[config.mk]
export PLATFORM = sky130hd
export DESIGN_NAME = prime_field_arithmetic_unit_core
export DESIGN_NICKNAME = d
export VERILOG_FILES = /design/src/pfau_pkg.sv /design/src/prime_field_arithmetic_unit_core.sv /design/src/pfau_datapath.sv /design/src/pfau_control.sv
export VERILOG_INCLUDE_DIRS = /design/src /design/src/src
export SDC_FILE = /design/constraint.sdc
export NUM_CORES = 2
export LEC_CHECK = 0
export BUFFER_PORTS_ARGS = -buffer_cell sky130_fd_sc_hd__buf_2
export CAP_MARGIN = 10
export CORE_AREA = 2 2 453 320
export DETAILED_ROUTE_END_ITERATION = 6
export DIE_AREA = 0 0 455 322
export SLEW_MARGIN = 25
export SYNTH_ARGS = -nofsm -noshare
export SYNTH_HDL_FRONTEND = slang
export SYNTH_SLANG_ARGS = --single-unit
[constraint.sdc]
create_clock -name clk -period 11.8 [get_ports clk]
set_input_delay 1.18 -clock clk [delete_from_list [all_inputs] [get_ports clk]]
set_output_delay 1.18 -clock clk [all_outputs]
set_load 0.1 [all_outputs]
[src/assert_macros.svh]
// Assertion macros for the prime field arithmetic unit
`ifndef ASSERT_MACROS_SVH
`define ASSERT_MACROS_SVH
`ifndef SYNTHESIS
`define ASSERT_IMPL(label, clk, rst, ante, cons) \
  label: assert property (@(posedge clk) disable iff (rst) (ante) |-> (cons)) \
    else $error("assertion failed");
`define ASSERT_NEXT(label, clk, rst, ante, cons) \
  label: assert property (@(posedge clk) disable iff (rst) (ante) |=> (cons)) \
    else $error("assertion failed");
`else
`define ASSERT_IMPL(label, clk, rst, ante, cons)
`define ASSERT_NEXT(label, clk, rst, ante, cons)
`endif
`endif

[src/pfau_pkg.sv]
// Shared types and constants for the prime field arithmetic unit
`timescale 1ns / 1ps
package pfau_pkg;
  localparam int PRIME_BITS_DEF = 31;
  localparam int ELEM_BITS = 31;
  localparam logic [2:0] CMD_ADD = 3'd0;
  localparam logic [2:0] CMD_SUB = 3'd1;
  localparam logic [2:0] CMD_NEG = 3'd2;
  localparam logic [2:0] CMD_MUL = 3'd3;
  localparam logic [2:0] CMD_INV = 3'd4;
  localparam logic [2:0] CMD_DIV = 3'd5;
  localparam logic [1:0] ERR_OK = 2'd0;
  localparam logic [1:0] ERR_ZERO = 2'd1;
  localparam logic [1:0] ERR_RANGE = 2'd2;

  // controller to datapath
  typedef struct packed {
    logic load;      // capture operands
    logic do_mul;    // one multiply bit step
    logic mul_init;  // start multiply with a, b
    logic mul_inv;   // start multiply with a, inverse
    logic inv_init;  // start euclid
    logic div_step;  // one division bit step
    logic div_start; // start quotient of u / v
    logic euc_update;// apply quotient
    logic fin_inv;   // fold cofactor into range
    logic set_simple;// compute add/sub/neg/checks
  } pfau_cmd_t;

  typedef struct packed {
    logic mul_done;
    logic div_done;
    logic v_zero;
  } pfau_sts_t;
endpackage

[src/prime_field_arithmetic_unit_core.sv]
// Top level of the prime field arithmetic unit
// Add/sub/neg finish in the check state; multiply then runs its shift-add bit steps.
// Inverse runs k euclid quotient steps, each a W-bit restoring division (W = 31 by default);
// divide runs the inverse of b, then a multiply by a. One command in flight at a time; the next
// input beat can be taken in the cycle after the result beat; the result holds until taken.
// Synchronous active-high reset returns to idle and loads modulus 32003.
`timescale 1ns / 1ps
`include "assert_macros.svh"
module prime_field_arithmetic_unit_core #(
  parameter int PRIME_BITS = pfau_pkg::PRIME_BITS_DEF
) (
  input  logic                  clk,
  input  logic                  rst,
  input  logic                  in_valid,
  output logic                  in_stall,
  input  logic [2:0]            cmd,
  input  logic [30:0]           operand_a,
  input  logic [30:0]           operand_b,
  output logic                  out_valid,
  input  logic                  out_stall,
  output logic [30:0]           result,
  output logic [1:0]            error_code,
  input  logic                  cfg_valid,
  output logic                  cfg_ready,
  input  logic [PRIME_BITS-1:0] prime_modulus
);
  import pfau_pkg::*;
  logic [PRIME_BITS-1:0] prime;
  pfau_cmd_t ctl;
  pfau_sts_t sts;
  logic [2:0] cmd_q;
  logic [30:0] res;
  logic [1:0] err;

  assign cfg_ready = 1'b1;
  always_ff @(posedge clk) begin
    if (rst) prime <= PRIME_BITS'(32003);
    else if (cfg_valid) prime <= prime_modulus;
  end

  pfau_control u_ctl (
    .clk, .rst, .in_valid, .in_stall, .out_valid, .out_stall,
    .cmd_q, .err, .sts, .ctl
  );
  pfau_datapath #(.PRIME_BITS(PRIME_BITS)) u_dp (
    .clk, .cmd, .operand_a, .operand_b, .prime, .ctl, .sts, .cmd_q, .res, .err
  );

  assign result = res;
  assign error_code = err;

  `ASSERT_IMPL(a_no_both, clk, rst, out_valid, in_stall)
  `ASSERT_NEXT(a_hold, clk, rst, out_valid && out_stall, out_valid)
endmodule

[src/pfau_datapath.sv]
// Datapath: operand registers, shift-add multiplier, restoring divider, euclid cofactors
`timescale 1ns / 1ps
module pfau_datapath #(
  parameter int PRIME_BITS = pfau_pkg::PRIME_BITS_DEF
) (
  input  logic                        clk,
  input  logic [2:0]                  cmd,
  input  logic [30:0]                 operand_a,
  input  logic [30:0]                 operand_b,
  input  logic [PRIME_BITS-1:0]       prime,
  input  pfau_pkg::pfau_cmd_t         ctl,
  output pfau_pkg::pfau_sts_t         sts,
  output logic [2:0]                  cmd_q,
  output logic [30:0]                 res,
  output logic [1:0]                  err
);
  import pfau_pkg::*;
  localparam int W = (PRIME_BITS > ELEM_BITS) ? PRIME_BITS : ELEM_BITS;
  localparam int CW = $clog2(W + 1);

  logic [W-1:0] a, b, p, u, v, q, rem, dvd, mr, mcand, mb;
  logic signed [W+1:0] c1, c2;
  logic [CW-1:0] mcnt, dcnt;
  logic [W:0] s2, s3, rsh;
  logic [2*W+1:0] qc2;

  assign sts.mul_done = (mcnt == '0);
  assign sts.div_done = (dcnt == '0);
  assign sts.v_zero = (v == '0);

  // modular doubling then conditional add; divider shift and quotient-cofactor product
  always_comb begin
    s2 = {1'b0, mr} + {1'b0, mr};
    if (s2 >= {1'b0, p}) s2 = s2 - {1'b0, p};
    s3 = s2 + {1'b0, mcand};
    if (s3 >= {1'b0, p}) s3 = s3 - {1'b0, p};
    rsh = {rem, dvd[W-1]};
    qc2 = $signed({1'b0, q}) * c2;
  end

  always_ff @(posedge clk) begin
    if (ctl.load) begin
      cmd_q <= cmd;
      a <= W'(operand_a);
      b <= W'(operand_b);
      p <= W'(prime);
    end
    if (ctl.set_simple) begin
      logic ub;
      logic [W:0] t;
      logic [30:0] r_v;
      logic [1:0] e_v;
      ub = (cmd_q == CMD_ADD) || (cmd_q == CMD_SUB) || (cmd_q == CMD_MUL) ||
           (cmd_q == CMD_DIV);
      t = '0;
      r_v = '0;
      e_v = ERR_OK;
      if (cmd_q <= CMD_DIV && (a >= p || (ub && b >= p))) begin
        e_v = ERR_RANGE;
      end else begin
        case (cmd_q)
          CMD_ADD: begin
            t = {1'b0, a} + {1'b0, b};
            if (t >= {1'b0, p}) t = t - {1'b0, p};
            r_v = t[30:0];
          end
          CMD_SUB: begin
            t = (a >= b) ? {1'b0, a - b} : {1'b0, a} + {1'b0, p - b};
            r_v = t[30:0];
          end
          CMD_NEG: r_v = (a == '0) ? '0 : 31'(p - a);
          CMD_INV: if (a == '0) e_v = ERR_ZERO;
          CMD_DIV: if (a != '0 && b == '0) e_v = ERR_ZERO;
          default: ;
        endcase
      end
      res <= r_v;
      err <= e_v;
    end
    if (ctl.mul_init || ctl.mul_inv) begin
      mr <= '0;
      mcand <= a;
      mb <= ctl.mul_init ? b : ((c1 < 0) ? W'(c1 + $signed({2'b0, p})) : W'(c1));
      mcnt <= CW'(PRIME_BITS);
    end else if (ctl.do_mul) begin
      mr <= mb[PRIME_BITS-1] ? s3[W-1:0] : s2[W-1:0];
      mb <= mb << 1;
      mcnt <= mcnt - 1'b1;
    end
    if (ctl.inv_init) begin
      u <= (cmd_q == CMD_INV) ? a : b;
      v <= p;
      c1 <= (W+2)'(1);
      c2 <= '0;
    end
    if (ctl.div_start) begin
      dvd <= u;
      rem <= '0;
      q <= '0;
      dcnt <= CW'(W);
    end else if (ctl.div_step) begin
      if (rsh >= {1'b0, v}) begin
        rem <= W'(rsh - {1'b0, v});
        q <= {q[W-2:0], 1'b1};
      end else begin
        rem <= rsh[W-1:0];
        q <= {q[W-2:0], 1'b0};
      end
      dvd <= dvd << 1;
      dcnt <= dcnt - 1'b1;
    end
    if (ctl.euc_update) begin
      u <= v;
      v <= rem;
      c1 <= c2;
      c2 <= c1 - (W+2)'(qc2);
    end
    if (ctl.fin_inv) begin
      res <= 31'((c1 < 0) ? W'(c1 + $signed({2'b0, p})) : W'(c1));
    end
    if (ctl.do_mul && mcnt == CW'(1)) res <= 31'(mb[PRIME_BITS-1] ? s3 : s2);
  end
endmodule

[src/pfau_control.sv]
// Controller: sequences the checks, euclid loop and multiply
`timescale 1ns / 1ps
module pfau_control (
  input  logic                clk,
  input  logic                rst,
  input  logic                in_valid,
  output logic                in_stall,
  output logic                out_valid,
  input  logic                out_stall,
  input  logic [2:0]          cmd_q,
  input  logic [1:0]          err,
  input  pfau_pkg::pfau_sts_t sts,
  output pfau_pkg::pfau_cmd_t ctl
);
  import pfau_pkg::*;
  localparam logic [2:0] S_IDLE = 3'd0, S_CHK = 3'd1, S_DIVS = 3'd2,
                         S_DIV = 3'd3, S_UPD = 3'd4, S_MUL = 3'd5, S_OUT = 3'd6;
  logic [2:0] state, state_next;

  assign in_stall = (state != S_IDLE);
  assign out_valid = (state == S_OUT);

  always_comb begin
    ctl = '0;
    state_next = state;
    case (state)
      S_IDLE: if (in_valid) begin
        ctl.load = 1'b1;
        state_next = S_CHK;
      end
      S_CHK: begin
        ctl.set_simple = 1'b1;
        state_next = S_OUT;
        // decide from the registered operands via err preview next cycle
        if (cmd_q == CMD_MUL || cmd_q == CMD_INV || cmd_q == CMD_DIV) state_next = S_DIVS;
      end
      S_DIVS: begin
        // err and res now hold the simple outcome
        if (err != ERR_OK) state_next = S_OUT;
        else if (cmd_q == CMD_MUL) begin
          ctl.mul_init = 1'b1;
          state_next = S_MUL;
        end else begin
          ctl.inv_init = 1'b1;
          state_next = S_UPD;
        end
      end
      S_UPD: begin
        if (sts.v_zero) begin
          if (cmd_q == CMD_INV) begin
            ctl.fin_inv = 1'b1;
            state_next = S_OUT;
          end else begin
            ctl.mul_inv = 1'b1;
            state_next = S_MUL;
          end
        end else begin
          ctl.div_start = 1'b1;
          state_next = S_DIV;
        end
      end
      S_DIV: begin
        if (sts.div_done) begin
          ctl.euc_update = 1'b1;
          state_next = S_UPD;
        end else ctl.div_step = 1'b1;
      end
      S_MUL: begin
        if (sts.mul_done) state_next = S_OUT;
        else ctl.do_mul = 1'b1;
      end
      S_OUT: if (!out_stall) state_next = S_IDLE;
      default: state_next = S_IDLE;
    endcase
  end

  always_ff @(posedge clk) begin
    if (rst) state <= S_IDLE;
    else state <= state_next;
  end
endmodule
Yosys cells after proc, flatten, opt, wreduce, memory -nomap -nowiden
Index checks and enable logic that the tools add are counted.
- multipliers: 1
- add/subtract/negate cells: 15
- order comparisons: 9
- reduce and logical (&&, ||, !) cells: 26
- multiplexer cells: 65
- equality and inequality tests: 16
- operators with widths (cell ; count):
    two-way mux 31 bit ; 22
    subtractor 31 bit ; 6
    two-way mux 33 bit ; 4
    greater-or-equal comparator 32 x 31 -> 1 bit ; 4
    greater-or-equal comparator 31 bit ; 3
    logical NOT 31 bit ; 3
    one-hot mux 31 bit (3 select lines) ; 1
    adder 31 x 31 -> 32 bit ; 2
    adder 31 bit ; 2
    less-than comparator 33 x 1 -> 1 bit (second input constant) ; 1
    multiplier 32 x 33 -> 33 bit ; 1
    subtractor 33 bit ; 1
    adder 32 x 31 -> 32 bit ; 1
    two-way mux 32 bit ; 1
    subtractor 32 x 31 -> 32 bit ; 1
    nonzero test 31 bit ; 1
    two-way mux 1 bit ; 27
    one-hot mux 3 bit (7 select lines) ; 1
    two-way mux 3 bit ; 6
    == test 3 bit (second input constant) ; 5
    == test 3 x 2 -> 1 bit (second input constant) ; 4
    logical NOT 5 bit ; 2
    subtractor 5 x 1 -> 5 bit (second input constant) ; 2
    != test 2 bit (second input constant) ; 4
    other kinds (11) ; 27
- input port bits: 101
- flip-flop bits (word level): 487
- word-level logic and storage cells: 152
- output and inout bits: 36

Depth between registers and ports, before layout
- word-level depth: 11
- gate-level depth with buffers: 38
- gate-level depth less buffers: 34

Modules after synthesis
From an unflattened synthesis, not the netlist that was laid out.
- cells, all modules: 6245
- area, all modules: 56918.3 sq um
- modules (own cells, without submodules) (module ; sequential area each (sq um) ; instances ; cells an instance ; area each (sq um)):
    pfau_datapath ; 12572.1 ; 1 ; 6089 ; 55400.6
    prime_field_arithmetic_unit_core ; 620.6 ; 1 ; 102 ; 1148.6
    pfau_control ; 60.1 ; 1 ; 54 ; 369.1

Worst setup path after synthesis
No wires, ideal clock.
- path kind: register to register
- start point: register u_dp.err[1]
- end point: register u_dp.c1[0] (enable)
- data required time: 11008 ps
- slack: 909 ps
- arrival: 10099 ps
- buffers on the path: 0
- clock period less this slack: 10891 ps
- stages on the path, launching flop included: 4
- library setup time: 792 ps
- cells stage by stage: edfxtp_1 -> nor2_1 -> nand3_1 -> o21ai_0
- longest elaborated chain between the ends: 4
- ends and longest elaborated chain (element ; line ; RTL):
    start, declared ; pfau_datapath.sv:15 ; output logic [1:0] err
    start signal, assigned ; pfau_datapath.sv:78 ; err <= e_v;
    nonzero test 2 bit ; pfau_control.sv:39 ; if (err != ERR_OK) state_next = S_OUT;
    two-way mux 1 bit ; pfau_control.sv:39 ;
    two-way mux 1 bit ; pfau_control.sv:26 ; case (state)
    nonzero test 2 bit (no line) ; -- ;
    end signal, assigned ; pfau_datapath.sv:93 ; c1 <= (W+2)'(1);
    end, declared ; pfau_datapath.sv:22 ; logic signed [W+1:0] c1, c2;
No other way between the ends.
A chain may end at the register's enable or synchronous reset.

Final worst setup path
- start point: register u_dp.p[1]
- end point: register u_dp.mr[10]
- longest elaborated chain between the ends: 6
- elaborated cells between the ends (all ways): 8
- classes of those cells: add/sub: 3; order compare: 2; mux: 3
- ends and longest elaborated chain (element ; line ; RTL):
    start, declared ; pfau_datapath.sv:21 ; logic [W-1:0] a, b, p, u, v, q, rem, dvd, mr, mcand, mb;
    start signal, assigned ; pfau_datapath.sv:46 ; p <= W'(prime);
    subtractor 32 x 31 -> 32 bit or greater-or-equal comparator 32 x 31 -> 1 bit (tied branches) ; pfau_datapath.sv:34 ; if (s2 >= {1'b0, p}) s2 = s2 - {1'b0, p};
    two-way mux 32 bit ; pfau_datapath.sv:34 ;
    adder 32 x 31 -> 32 bit ; pfau_datapath.sv:35 ; s3 = s2 + {1'b0, mcand};
    subtractor 31 bit or greater-or-equal comparator 32 x 31 -> 1 bit (tied branches) ; pfau_datapath.sv:36 ; if (s3 >= {1'b0, p}) s3 = s3 - {1'b0, p};
    two-way mux 31 bit ; pfau_datapath.sv:36 ;
    two-way mux 31 bit (*) ; pfau_datapath.sv:86 ; mr <= mb[PRIME_BITS-1] ? s3[W-1:0] : s2[W-1:0];
    end signal, assigned ; pfau_datapath.sv:86 ;
    end, declared ; pfau_datapath.sv:21 ;
Mark *: on every way between the ends. The rest lies on a longest branch, timed or not.

==> impl_results.md <==
* Outcome: complete, but fails checks
* Violated checks: DRC
* Overall die width at 455 µm
* Cell area after synthesis at 0.0565 mm²
* Drt first pass iters at 7
* Global router's overall resource usage at 0.284
* Sum of overflow across all layers after global routing at 0
* Commonest non-fill, non-tap cells in the layout: inv_1, nand2_1, fa_1
* Aggregate negative setup slack at 0 ns
* Number of top-level pins at 137
* Final count of pins violating max slew at 0
* Height of the die at 322 µm
* Worst-skew pair later-pin latency at 0.70 ns
* Most common library cell in the layout ignoring fill and taps: inv_1
* Final GP Congestion at 1.06
* Wire length of the first global-routing pass at 307000 µm
* Setup repair after global routing missed its margin: no
* Achievable clock frequency at 0.101 GHz
* Number of failing setup endpoints in the final timing report at 0
* Residual DRC count at 5
* Area post-placement at 0.0592 mm²
* Via count of the first global-routing pass at 44400
* Row count at 116
* Count of instances resized after the clock tree is built at 0
* Slowest stage cell on the critical path: a21oi_4
* Delay of the slowest cell on the worst path at 0.74 ns
* Number of CTS-inserted buffers at 55
* Number of buffers on the longest clock path at 3
* Share of cells above drive strength 1 at 0.0693
* Vias per Instance at 5.85
* Cell family contributing the most delay on the critical path: simple AND/OR/NAND/NOR gates
* Clock tree from TritonCTS: yes
* Fin nets at 7333
* Post-synthesis area per instance at 9.10 µm²
* Postcts setup bufs at 0
* Final setup margin at 1.88 ns
* DRC violation total after the first TritonRoute iteration at 6191
* Clock root buffer: clkbuf_16
* Count of synthesis-stage warnings from yosys at 0
* Required time of the critical path at 12.39 ns
* Period utilisation layout at 0.841
* Detail Route Antenna Nets at 0
* Start-to-end type of the worst setup path: reg -> reg
* Total of max-cap violations at 0
* Final number of hold-violating endpoints at 0
* Total via count after detailed routing at 47700
* Total power after layout at 16.1 mW
* Leakage power of the design at 26.4 nW
* Worst Hold Class: reg -> reg
* Hold_ws at 0.430 ns
* Detailed-placement wirelength estimate at 169000 µm
* Element type at the critical path end: flop
* Maximum number of pins on one net before global-route repair at 91
* Setup crit start kind: flop
* Number of buffers and inverters on the critical path at 4
* Clock-pin transition on the worst setup and hold timing paths at 0.07 ns
* Final core utilization at 0.430
* Starting density of the core at 0.398
* EDFF count, synth at 350
* Worst Max-Slew Pin Slew at 1.20 ns
* Crit path top cell by count: ha_1
* Average wire length per cell after detail routing at 25.8 µm
* Power density cells at 263 mW/mm²
* CTS H-Tree Depth at 2
* Final Instance Area at 0.0611 mm²
* Post-Synthesis Net Count at 7325
* Port bufs at 135
* Post-synthesis async set-or-reset flop share at 0
* Placement-stage worst setup slack at 2.26 ns
* Placeable core region at 0.142 mm²
* Area delta synth->final at 8.19%
* Cell variety after synth at 93
* Die area at 0.147 mm²
* Number of buffers added to fix hold violations after cts at 0
* Non-filler instance count after layout at 8153
* Maximum fanout count along the critical path at 36
* Synthesis-stage register bit count at 487
* Number of instances in the placed design at 8046
* Most frequently used flop master after synthesis: edfxtp_1
* Sequential-to-total area share from yosys stat at 0.235
* Post-layout minimum cycle time at 9.92 ns
* Number of standard cells after synthesis at 6209
* Arrival time reported for the critical path endpoint at 10.51 ns
* Clock skew after layout at 0.0190 ns
* CTS sink count at 487
* Rel. slew slack at 0.189
* Detailed Route WL at 210000 µm
* Antenna violations before repair at 11
* Peak supply drop at 0.000269 V
## sequential cells by signal, indices dropped and copies added (netlist names)
name,flops
u_dp.cmd_q,3
u_dp.dvd,31
u_dp.a,31
u_dp.mcnt,5
prime,31
u_dp.mcand,31
u_dp.mb,31
u_dp.b,31
u_dp.dcnt,5
u_dp.c2,33
u_dp.p,31
u_dp.rem,31
u_dp.err,2
u_dp.v,31
u_dp.q,31
u_dp.mr,31
u_dp.u,31
u_dp.res,31
u_dp.c1,33
u_ctl.state,3
## Yosys cell counts (69+ instances only)
cell type,number,area (µm²)
and3_1,69,432
nor3_1,100,500
dfxtp_1,137,2740
edfxtp_1,350,10500
nor2_1,337,1260
a21o_1,112,841
clkbuf_1,224,841
o21ai_0,334,1670
fa_1,509,10200
a21oi_1,305,1530
xnor2_1,234,2050
and2_1,417,2610
nand3_1,106,531
xor2_1,106,928
inv_1,747,2800
ha_1,506,6330
nand2_1,520,1950
mux2i_1,152,1520
## logic make-up (layout without fill, tap and decap cells)
kind of cell,after synthesis,in the layout,share of synthesized area
XOR/XNOR,340,340,0.0527
AO/OA/AOI/OAI,1320,1320,0.153
buffers and inverters,1007,1062,0.0680
other,1,2,0.0000664
flip-flops,487,487,0.235
adder cells (fa/ha/maj),1015,1015,0.292
AND/OR/NAND/NOR,1837,1837,0.163
multiplexers,202,202,0.0371
## where the power goes
group	leakage, nW	internal [mW]	switching [mW]
clock network	0.906	1.01	0.850
logic	21.2	4.17	7.33
registers	4.30	2.27	0.484
## metal layers
metal  track usage  vias to the layer above  routed length [µm]
li1              -                    21400                   -
met1         0.447                    23700              101000
met3        0.0864                      223               25200
met5             0                        -                  28
met2         0.372                     2393               80100
met4        0.0565                        4                4340
## worst paths after layout
check                 to  cells after the start  startpoint  slack, ns
min reg2reg   u_dp.p[16]                      0   prime[16]       0.43
min           u_dp.p[16]                      0   prime[16]       0.43
max reg2reg  u_dp.mr[10]                     33   u_dp.p[1]       1.88
max          u_dp.mr[10]                     33   u_dp.p[1]       1.88
## area by class of cell
| class | count | area, µm² |
|---|---|---|
| fill | 13800 | 81000 |
| multi-input combinational | 4715 | 39600 |
| sequential | 487 | 13300 |
| inverter | 748 | 2810 |
| tap | 1888 | 2360 |
| clock buffer | 68 | 1500 |
| timing repair buffer | 210 | 1270 |
| clock inverter | 36 | 372 |
| antenna | 1 | 2.50 |
Note: power is estimated with default switching activity, not from simulation.
